<file path="src/grne_pkg.sv">
// ----------------------------------------------------------------------------
// grne_pkg
// shared widths, codes and controller/datapath interface types for the
// ring neighbour enumerator
// ----------------------------------------------------------------------------
package grne_pkg;

    // field widths
    localparam int IDX_W      = 17;
    localparam int GRID_W     = 9;
    localparam int RAD_W      = 3;
    localparam int TDATA_W    = 24;

    // configuration port
    localparam int CFG_ADDR_W = 2;
    localparam int CFG_DATA_W = 9;

    localparam logic [CFG_ADDR_W-1:0] CFG_GRID_SIZE      = 2'd0;
    localparam logic [CFG_ADDR_W-1:0] CFG_RING_RADIUS    = 2'd1;
    localparam logic [CFG_ADDR_W-1:0] CFG_INCLUDE_CENTER = 2'd2;

    localparam logic [GRID_W-1:0] GRID_SIZE_RST      = 9'd16;
    localparam logic [RAD_W-1:0]  RING_RADIUS_RST    = 3'd1;
    localparam logic              INCLUDE_CENTER_RST = 1'b1;

    // default top level parameters
    localparam int MAX_GRID_SIZE_DEF = 256;
    localparam int MAX_RADIUS_DEF    = 7;

    // divider: dividend padded to an even width, two quotient bits per cycle
    localparam int DIV_W     = 18;
    localparam int DIV_STEPS = 2;
    localparam int DIV_ITERS = DIV_W / DIV_STEPS;
    localparam int DIV_CNT_W = $clog2(DIV_ITERS);

    // which group of ring cells the datapath evaluates
    typedef enum logic [1:0] {
        PH_CENTER,
        PH_AXIS,
        PH_HRING,
        PH_VRING
    } t_phase;

    typedef struct packed {
        logic             load;
        logic             div_en;
        t_phase           phase;
        logic [RAD_W-1:0] k;
        logic [1:0]       sub;
        logic             take;
        logic             push;
        logic             last;
    } t_ctl_cmd;

    typedef struct packed {
        logic             cand_ok;
        logic             pend_valid;
        logic             out_free;
        logic             item_bad;
        logic [RAD_W-1:0] r_eff;
    } t_dp_status;

endpackage

</file>
<file path="src/grne_ctrl.sv">
// ----------------------------------------------------------------------------
// grne_ctrl
// sequencer: divide, then, in grid, walk center, axis, horizontal and vertical
// ring cells one candidate per unstalled cycle, then flush held result as last
// ----------------------------------------------------------------------------
module grne_ctrl
    import grne_pkg::*;
(
    input  logic       i_clk,
    input  logic       i_rst_n,
    input  logic       i_in_valid,
    output logic       o_in_ready,
    input  t_dp_status i_status,
    output t_ctl_cmd   o_cmd
);

    typedef enum logic [2:0] {
        S_IDLE,
        S_DIV,
        S_CENTER,
        S_AXIS,
        S_HRING,
        S_VRING,
        S_FLUSH
    } t_state;

    t_state               r_state;
    logic [RAD_W-1:0]     r_k;
    logic [1:0]           r_sub;
    logic [DIV_CNT_W-1:0] r_cnt;

    logic   enum_st;
    logic   stall;
    t_phase phase;

    assign enum_st = (r_state == S_CENTER) || (r_state == S_AXIS) ||
                     (r_state == S_HRING) || (r_state == S_VRING);
    assign stall   = i_status.cand_ok && i_status.pend_valid && !i_status.out_free;

    always_comb begin
        unique case (r_state)
            S_AXIS:  phase = PH_AXIS;
            S_HRING: phase = PH_HRING;
            S_VRING: phase = PH_VRING;
            default: phase = PH_CENTER;
        endcase
    end

    assign o_in_ready = (r_state == S_IDLE);

    always_comb begin
        o_cmd        = '0;
        o_cmd.load   = (r_state == S_IDLE) && i_in_valid;
        o_cmd.div_en = (r_state == S_DIV);
        o_cmd.phase  = phase;
        o_cmd.k      = r_k;
        o_cmd.sub    = r_sub;
        o_cmd.take   = enum_st && i_status.cand_ok && !stall;
        o_cmd.push   = (enum_st && i_status.cand_ok && i_status.pend_valid &&
                        i_status.out_free) ||
                       ((r_state == S_FLUSH) && i_status.pend_valid && i_status.out_free);
        o_cmd.last   = (r_state == S_FLUSH);
    end

    always_ff @(posedge i_clk) begin
        if (!i_rst_n) begin
            r_state <= S_IDLE;
            r_k     <= '0;
            r_sub   <= '0;
            r_cnt   <= '0;
        end else begin
            unique case (r_state)
                S_IDLE: begin
                    if (i_in_valid) begin
                        r_state <= S_DIV;
                        r_cnt   <= '0;
                    end
                end
                S_DIV: begin
                    r_cnt <= r_cnt + 1'b1;
                    if (r_cnt == DIV_CNT_W'(DIV_ITERS - 1)) begin
                        r_state <= i_status.item_bad ? S_IDLE : S_CENTER;
                    end
                end
                S_CENTER: begin
                    if (!stall) begin
                        r_sub   <= '0;
                        r_state <= (i_status.r_eff == '0) ? S_FLUSH : S_AXIS;
                    end
                end
                S_AXIS: begin
                    if (!stall) begin
                        r_sub <= r_sub + 1'b1;
                        if (r_sub == 2'd3) begin
                            r_k     <= RAD_W'(1);
                            r_state <= (i_status.r_eff >= RAD_W'(2)) ? S_HRING : S_VRING;
                        end
                    end
                end
                S_HRING: begin
                    if (!stall) begin
                        r_sub <= r_sub + 1'b1;
                        if (r_sub == 2'd3) begin
                            if (r_k == RAD_W'(i_status.r_eff - RAD_W'(1))) begin
                                r_k     <= RAD_W'(1);
                                r_state <= S_VRING;
                            end else begin
                                r_k <= r_k + 1'b1;
                            end
                        end
                    end
                end
                S_VRING: begin
                    if (!stall) begin
                        r_sub <= r_sub + 1'b1;
                        if (r_sub == 2'd3) begin
                            if (r_k == i_status.r_eff) begin
                                r_state <= S_FLUSH;
                            end else begin
                                r_k <= r_k + 1'b1;
                            end
                        end
                    end
                end
                S_FLUSH: begin
                    if (!i_status.pend_valid || i_status.out_free) begin
                        r_state <= S_IDLE;
                    end
                end
                default: r_state <= S_IDLE;
            endcase
        end
    end

    // a push never lands on an occupied output register
    a_push_free: assert property (@(posedge i_clk) disable iff (!i_rst_n)
        o_cmd.push |-> i_status.out_free)
        else $error("push while output register busy");

    // no held result survives into the idle state
    a_idle_empty: assert property (@(posedge i_clk) disable iff (!i_rst_n)
        (r_state == S_IDLE) |-> !i_status.pend_valid)
        else $error("held result left behind at end of run");

    // a flush that pushes its held result returns the sequencer to idle
    a_flush_last: assert property (@(posedge i_clk) disable iff (!i_rst_n)
        ((r_state == S_FLUSH) && i_status.pend_valid && i_status.out_free)
        |=> (r_state == S_IDLE))
        else $error("flush did not finish the run");

    // candidates are only taken while walking the ring
    a_take_enum: assert property (@(posedge i_clk) disable iff (!i_rst_n)
        o_cmd.take |-> enum_st)
        else $error("candidate taken outside ring walk");

endmodule

</file>
<file path="src/grne_datapath.sv">
// ----------------------------------------------------------------------------
// grne_datapath
// operand registers, radix-4 restoring divider for row/column, candidate
// index and bounds check, held result and output register
// ----------------------------------------------------------------------------
module grne_datapath
    import grne_pkg::*;
#(
    parameter int MAX_GRID_SIZE = MAX_GRID_SIZE_DEF,
    parameter int MAX_RADIUS    = MAX_RADIUS_DEF
) (
    input  logic              i_clk,
    input  logic              i_rst_n,
    input  t_ctl_cmd          i_cmd,
    output t_dp_status        o_status,
    input  logic [GRID_W-1:0] i_grid_size,
    input  logic [RAD_W-1:0]  i_ring_radius,
    input  logic              i_include_center,
    input  logic [IDX_W-1:0]  i_cell_index,
    output logic              o_out_valid,
    input  logic              i_out_ready,
    output logic [IDX_W-1:0]  o_out_idx,
    output logic              o_out_center,
    output logic              o_out_last
);

    // grid side width after clamping
    localparam int NW_RAW = $clog2(MAX_GRID_SIZE + 1);
    localparam int NW     = (NW_RAW < GRID_W) ? NW_RAW : GRID_W;
    localparam int PW     = RAD_W + NW;

    logic [IDX_W-1:0]  r_a;
    logic [NW-1:0]     r_n;
    logic [2*NW-1:0]   r_nn;
    logic [RAD_W-1:0]  r_r;
    logic              r_ctr;
    logic [DIV_W-1:0]  r_dq;
    logic [NW-1:0]     r_rem;
    logic              r_pend_valid;
    logic [IDX_W-1:0]  r_pend_idx;
    logic              r_pend_ctr;
    logic              r_out_valid;
    logic [IDX_W-1:0]  r_out_idx;
    logic              r_out_ctr;
    logic              r_out_last;

    logic [NW-1:0]     n_eff;
    logic [RAD_W-1:0]  rad_eff;
    logic [DIV_W-1:0]  n_dq;
    logic [NW-1:0]     n_rem;

    // clamp configuration at load
    always_comb begin
        if (32'(i_grid_size) > MAX_GRID_SIZE) begin
            n_eff = NW'(MAX_GRID_SIZE);
        end else begin
            n_eff = NW'(i_grid_size);
        end
        if (32'(i_ring_radius) > MAX_RADIUS) begin
            rad_eff = RAD_W'(MAX_RADIUS);
        end else begin
            rad_eff = i_ring_radius;
        end
    end

    // two restoring divide steps per cycle
    always_comb begin
        logic [NW:0]      trial;
        logic [DIV_W-1:0] dq;
        logic [NW-1:0]    rem;
        dq  = r_dq;
        rem = r_rem;
        for (int s = 0; s < DIV_STEPS; s++) begin
            trial = {rem, dq[DIV_W-1]};
            dq    = {dq[DIV_W-2:0], 1'b0};
            if (trial >= {1'b0, r_n}) begin
                trial = trial - {1'b0, r_n};
                dq[0] = 1'b1;
            end
            rem = trial[NW-1:0];
        end
        n_dq  = dq;
        n_rem = rem;
    end

    // distances to the four grid edges
    logic [NW-1:0] up, down, left, right;
    assign up    = r_rem;
    assign left  = r_dq[NW-1:0];
    assign down  = r_n - NW'(1) - up;
    assign right = r_n - NW'(1) - left;

    // candidate offset decode
    logic             c_neg, w_neg, is_c;
    logic [RAD_W-1:0] c_mag, w_mag;
    always_comb begin
        c_neg = 1'b0;
        w_neg = 1'b0;
        c_mag = '0;
        w_mag = '0;
        is_c  = 1'b0;
        unique case (i_cmd.phase)
            PH_CENTER: begin
                is_c = 1'b1;
            end
            PH_AXIS: begin
                case (i_cmd.sub)
                    2'd0: begin
                        w_neg = 1'b1;
                        w_mag = r_r;
                    end
                    2'd1: w_mag = r_r;
                    2'd2: begin
                        c_neg = 1'b1;
                        c_mag = r_r;
                    end
                    default: c_mag = r_r;
                endcase
            end
            PH_HRING: begin
                c_mag = i_cmd.k;
                c_neg = !i_cmd.sub[1];
                w_mag = r_r;
                w_neg = !i_cmd.sub[0];
            end
            PH_VRING: begin
                c_mag = r_r;
                c_neg = !i_cmd.sub[1];
                w_mag = i_cmd.k;
                w_neg = !i_cmd.sub[0];
            end
            default: is_c = 1'b1;
        endcase
    end

    logic             col_ok, row_ok, cand_ok;
    logic [PW-1:0]    prod;
    logic [IDX_W-1:0] col_off, row_off, cand_idx;

    assign col_ok  = c_neg ? (32'(left) >= 32'(c_mag)) : (32'(right) >= 32'(c_mag));
    assign row_ok  = w_neg ? (32'(up) >= 32'(w_mag)) : (32'(down) >= 32'(w_mag));
    assign cand_ok = is_c ? r_ctr : (col_ok && row_ok);

    // index arithmetic wraps at the field width, as the result field does
    assign prod     = PW'(c_mag) * PW'(r_n);
    assign col_off  = c_neg ? (IDX_W'(0) - IDX_W'(prod)) : IDX_W'(prod);
    assign row_off  = w_neg ? (IDX_W'(0) - IDX_W'(w_mag)) : IDX_W'(w_mag);
    assign cand_idx = r_a + col_off + row_off;

    always_comb begin
        o_status            = '0;
        o_status.cand_ok    = cand_ok;
        o_status.pend_valid = r_pend_valid;
        o_status.out_free   = !r_out_valid || i_out_ready;
        o_status.item_bad   = (r_n == '0) || (r_a == '0) || (32'(r_a) > 32'(r_nn));
        o_status.r_eff      = r_r;
    end

    // operands and divider
    always_ff @(posedge i_clk) begin
        if (i_cmd.load) begin
            r_a   <= i_cell_index;
            r_n   <= n_eff;
            r_nn  <= (2*NW)'(n_eff) * (2*NW)'(n_eff);
            r_r   <= rad_eff;
            r_ctr <= i_include_center;
            r_dq  <= {1'b0, i_cell_index - IDX_W'(1)};
            r_rem <= '0;
        end else if (i_cmd.div_en) begin
            r_dq  <= n_dq;
            r_rem <= n_rem;
        end
    end

    // held result and output register
    always_ff @(posedge i_clk) begin
        if (!i_rst_n) begin
            r_pend_valid <= 1'b0;
            r_out_valid  <= 1'b0;
        end else begin
            if (i_cmd.take) begin
                r_pend_valid <= 1'b1;
            end else if (i_cmd.push) begin
                r_pend_valid <= 1'b0;
            end
            if (i_cmd.push) begin
                r_out_valid <= 1'b1;
            end else if (i_out_ready) begin
                r_out_valid <= 1'b0;
            end
        end
    end

    always_ff @(posedge i_clk) begin
        if (i_cmd.take) begin
            r_pend_idx <= cand_idx;
            r_pend_ctr <= is_c;
        end
        if (i_cmd.push) begin
            r_out_idx  <= r_pend_idx;
            r_out_ctr  <= r_pend_ctr;
            r_out_last <= i_cmd.last;
        end
    end

    assign o_out_valid  = r_out_valid;
    assign o_out_idx    = r_out_idx;
    assign o_out_center = r_out_ctr;
    assign o_out_last   = r_out_last;

endmodule

</file>
<file path="src/grid_ring_neighbour_enumerator_core.sv">
// ----------------------------------------------------------------------------
// grid_ring_neighbour_enumerator_core
// enumerates the center and the chebyshev ring cells of one grid cell
// ----------------------------------------------------------------------------
// first beat: the input beat is loaded, divided, and the center candidate is
//   held until the next cell is taken or the run flushes, then registered out
// a new input beat is accepted only once the previous run has ended, and the
//   sequencer checks one candidate cell per cycle while the output does not
//   stall; out-of-grid items end after the divide with no beats
// reset: synchronous active low, loads grid 16, radius 1, center on

module grid_ring_neighbour_enumerator_core
    import grne_pkg::*;
#(
    parameter int MAX_GRID_SIZE = MAX_GRID_SIZE_DEF,
    parameter int MAX_RADIUS    = MAX_RADIUS_DEF
) (
    input  logic                  i_clk,
    input  logic                  i_rst_n,

    // configuration write port
    input  logic                  i_cfg_we,
    input  logic [CFG_ADDR_W-1:0] i_cfg_addr,
    input  logic [CFG_DATA_W-1:0] i_cfg_data,

    // input stream
    input  logic                  s_axis_tvalid,
    output logic                  s_axis_tready,
    input  logic [TDATA_W-1:0]    s_axis_tdata,   // [16:0] cell_index, rest zero

    // result stream
    output logic                  m_axis_tvalid,
    input  logic                  m_axis_tready,
    output logic [TDATA_W-1:0]    m_axis_tdata,   // [16:0] neighbour_index, rest zero
    output logic                  m_axis_tuser,   // [0] is_center
    output logic                  m_axis_tlast    // last_of_run
);

    // configuration registers; the user writes them only while the block is idle, the block does not enforce it
    logic [GRID_W-1:0] r_grid_size;
    logic [RAD_W-1:0]  r_ring_radius;
    logic              r_include_center;

    always_ff @(posedge i_clk) begin
        if (!i_rst_n) begin
            r_grid_size      <= GRID_SIZE_RST;
            r_ring_radius    <= RING_RADIUS_RST;
            r_include_center <= INCLUDE_CENTER_RST;
        end else if (i_cfg_we) begin
            unique case (i_cfg_addr)
                CFG_GRID_SIZE:      r_grid_size      <= i_cfg_data[GRID_W-1:0];
                CFG_RING_RADIUS:    r_ring_radius    <= i_cfg_data[RAD_W-1:0];
                CFG_INCLUDE_CENTER: r_include_center <= i_cfg_data[0];
                default: ;  // unknown index is dropped
            endcase
        end
    end

    t_ctl_cmd         cmd;
    t_dp_status       status;
    logic [IDX_W-1:0] out_idx;

    // controller: owns the state, the ring counters and the divide count
    grne_ctrl u_ctrl (
        .i_clk      (i_clk),
        .i_rst_n    (i_rst_n),
        .i_in_valid (s_axis_tvalid),
        .o_in_ready (s_axis_tready),
        .i_status   (status),
        .o_cmd      (cmd)
    );

    // datapath: divider, candidate arithmetic, one held result plus the
    // output register so the last flag is known before a beat goes out
    grne_datapath #(
        .MAX_GRID_SIZE (MAX_GRID_SIZE),
        .MAX_RADIUS    (MAX_RADIUS)
    ) u_datapath (
        .i_clk            (i_clk),
        .i_rst_n          (i_rst_n),
        .i_cmd            (cmd),
        .o_status         (status),
        .i_grid_size      (r_grid_size),
        .i_ring_radius    (r_ring_radius),
        .i_include_center (r_include_center),
        .i_cell_index     (s_axis_tdata[IDX_W-1:0]),
        .o_out_valid      (m_axis_tvalid),
        .i_out_ready      (m_axis_tready),
        .o_out_idx        (out_idx),
        .o_out_center     (m_axis_tuser),
        .o_out_last       (m_axis_tlast)
    );

    assign m_axis_tdata = TDATA_W'(out_idx);

endmodule

</file>
<file path="config.mk">
export PLATFORM = sky130hd
export DESIGN_NAME = grid_ring_neighbour_enumerator_core
export DESIGN_NICKNAME = d
export VERILOG_FILES = /design/src/grne_pkg.sv /design/src/grne_ctrl.sv /design/src/grne_datapath.sv /design/src/grid_ring_neighbour_enumerator_core.sv
export SDC_FILE = /design/constraint.sdc
export NUM_CORES = 1
export LEC_CHECK = 0
export ABC_AREA = 1
export BUFFER_PORTS_ARGS = -buffer_cell sky130_fd_sc_hd__buf_4
export CAP_MARGIN = 20
export CORE_MARGIN = 10
export CORE_UTILIZATION = 45
export CTS_CLUSTER_DIAMETER = 100
export DETAILED_ROUTE_END_ITERATION = 6
export GPL_ROUTABILITY_DRIVEN = 0
export PLACE_DENSITY = 0.72
export REMOVE_ABC_BUFFERS = 1
export SYNTH_ARGS = -nofsm -noshare
export SYNTH_HDL_FRONTEND = slang
export SYNTH_SLANG_ARGS = --single-unit
</file>
<file path="constraint.sdc">
create_clock -name i_clk -period 6.65 [get_ports i_clk]
set_input_delay 0.665 -clock i_clk [delete_from_list [all_inputs] [get_ports i_clk]]
set_output_delay 0.665 -clock i_clk [all_outputs]
set_load 0.01 [all_outputs]
</file>
==> metrics.txt <==
Crit-path slowest cell dfxtp_1; setup bufs post-CTS 0; final hold violation count 0; Initial Utilization 45.93%; top cells by area, synth edfxtp_1 24%, ha_1 14%, fa_1 10%; Top FF cell, synth edfxtp_1; number of global-route vias before repair 9,938; layout cells sized above 1 8.741%; Via Count 10,070; total global routing overflow 0; cell row count 60; clk_skew 0.01403 ns; Clk pin slew, worst setup/hold paths 0.07 ns; first-pass GRT wire length 48,040 um; Least-Margin Pin Slew 0.9355 ns; Vias/cell 5.072; cell area after synthesis 12,450 um^2; cell area power density 424.3 nW/um^2; Peak VDD IR 0.1851 mV; die area 34,720 um^2; Synth area leader edfxtp_1; CP peak stage delay 0.53 ns; DR pass1 iterations 6; Num CTS Buffers 17; nature of the critical path startpoint register; GRT Resource Usage Total 16.57%; Final #Nets 1,839; Avg Synthesized Cell Area 8.157 um^2; Period minus WS final 6.082 ns; I/O pins 68; Clk Latency, worst-skew pair 0.43 ns; Inserted Diodes 0; Yosys cell types 57; H-tree depth 4; die width 186.3 um; CTS max path bufs 2; CP Capture Type register; Slew headroom 37.56%; Final ANT Viol Nets 0; Post-synth EDFFs 100; Layout area overhead 11.85%; detailed-route DRC error count 0; DR iter-0 viols 776; number of max-cap violations 0; Synth top area share 24.12%; kind of critical path register to register; DR WL/cell 14.47 um; final WL 28,720 um; CTS Hold Bufs 0; CTS sink cnt 137; most common cell in the netlist inv_1; Peak Freq 164.4 MHz; Critical Path Fanout Max 9; PostCTS Resize Cnt 0; Seq/Total Area, Yosys 30.07%; commonest cells in the netlist 314 x inv_1, 282 x nand2_1, 136 x ha_1; PortBufs 53; final core utilization 51.38%; Post-DP HPWL 23,150 um; die height 186.3 um; hold crit path type register to register; Slew Limit Fails 0; unrepaired setup endpoints after global routing false; # setup viols final 0; Arr. time, crit path 6.27 ns; P_leak 6.830 nW; antenna violations before repair 0; Yosys reg bits 137; CTS tree built; CTS root buffer clkbuf_16; Synth Instances 1,526; required time of the critical path 6.83 ns; asr flop ratio synth 0%; pin count of the biggest net entering global routing 58; status finished clean; crit share post-route 91.46%; synth warn 0; area of the core 27,100 um^2; Fin Setup TNS 0 ns
==> final cells by class <==
class / instances / area [um^2]
flip-flops and latches: 137 / 3744
clock inverters: 15 / 147.6
clock buffers: 17 / 425.4
inverters: 324 / 1225
fillers: 2511 / 13180
multi-input cells: 1062 / 7441
well taps: 372 / 465.4
repair buffers: 58 / 475.5
==> power by group <==
part	internal (mW)	leakage, nW	switching, mW	total (mW)
Sequential	1.33	1.24	0.199	1.53
Clock	0.499	0.281	0.418	0.917
Combinational	1.28	5.31	2.19	3.47
==> per-layer routing <==
layer / track usage [%] / vias to the layer above / share of wire (%)
li1: - / 5069 / -
met1: 20.85 / 4623 / 44
met2: 27.92 / 321 / 47
met3: 2.756 / 55 / 6.0
met4: 6.098 / 0 / 2.9
met5: 0 / - / 0
==> placed cells by master (no fill, tap or decap), types with 4 or more instances in the layout <==
cell type | Yosys | layout
xor2_1 | 57 | 56
o21ai_1 | 15 | 14
o21a_1 | 5 | 5
nand3_2 | 8 | 8
nor4_1 | 12 | 12
nand3_1 | 72 | 72
fa_1 | 63 | 63
o21ai_0 | 57 | 57
dfxtp_1 | 37 | 37
clkbuf_16 | 0 | 17
nor3_1 | 22 | 21
nand4_1 | 14 | 14
inv_8 | 0 | 7
o211ai_1 | 7 | 7
xnor2_1 | 28 | 28
nand3b_1 | 8 | 8
o21bai_1 | 4 | 4
o22ai_1 | 7 | 7
conb_1 | 2 | 17
a21oi_1 | 77 | 77
inv_1 | 314 | 311
nor2_1 | 127 | 126
nand2_1 | 282 | 281
ha_1 | 136 | 136
nand2_4 | 5 | 5
a31oi_1 | 6 | 6
buf_4 | 8 | 56
inv_2 | 7 | 10
edfxtp_1 | 100 | 100
==> flip-flops by register name, summed over array words and instances, names as in the netlist, 4 cells and up <==
name,count
u_ctrl.r_cnt,4
r_grid_size,9
u_datapath.r_n,8
u_datapath.r_nn,17
u_datapath.r_dq,18
u_datapath.r_rem,9
u_datapath.r_a,17
u_datapath.o_out_idx,17
u_datapath.r_pend_idx,17
==> metrics by stage <==
step           power (mW)  cells  setup WS (ns)  hold WS [ns]  cell area, um^2
2_1_floorplan       4.109   1523          1.269        0.4003            12390
3_3_place_gp        4.797   1951         0.5972        0.4025            13280
3_5_place_dp        4.906   1951         0.4100        0.4045            13280
4_1_cts             5.861   1983         0.3317        0.4191            13850
5_1_grt             6.511   1985        0.03618        0.4240            13920
6_report            5.908   1985         0.5678        0.4176            13920
==> worst max-delay path: cells and delay by family (launching register included) <==
family	cells	cell delay (ns)
adder cells (fa/ha/maj)	5	1.77
AO/OA/AOI/OAI	9	1.64
AND/OR/NAND/NOR	9	1.23
flip-flops	1	0.53
XOR/XNOR	2	0.34
buffers and inverters	4	0.33
==> path summary, 6_finish.rpt <==
path / from / to / slack [ns] / cells past startpoint
setup / recovery: u_ctrl.r_state[2] / u_datapath.r_pend_idx[16] / 0.57 / 29
hold / removal: u_datapath.r_pend_idx[6] / u_datapath.o_out_idx[6] / 0.42 / 0
setup reg to reg: u_ctrl.r_state[2] / u_datapath.r_pend_idx[16] / 0.57 / 29
hold reg to reg: u_datapath.r_pend_idx[6] / u_datapath.o_out_idx[6] / 0.42 / 0
==> kinds of logic (layout without fill, tap and decap cells) <==
logic type               Yosys count  count (layout)  synth area share, %
AND/OR/NAND/NOR                  564             564                20.17
other                              2              17              0.06033
multiplexers                       1               1              0.08041
AO/OA/AOI/OAI                    196             196                9.056
adder cells (fa/ha/maj)          199             199                23.80
buffers and inverters            342             414                10.78
XOR/XNOR                          85              85                5.981
flip-flops                       137             137                30.07
Note: power is estimated with default switching activity, not from simulation.
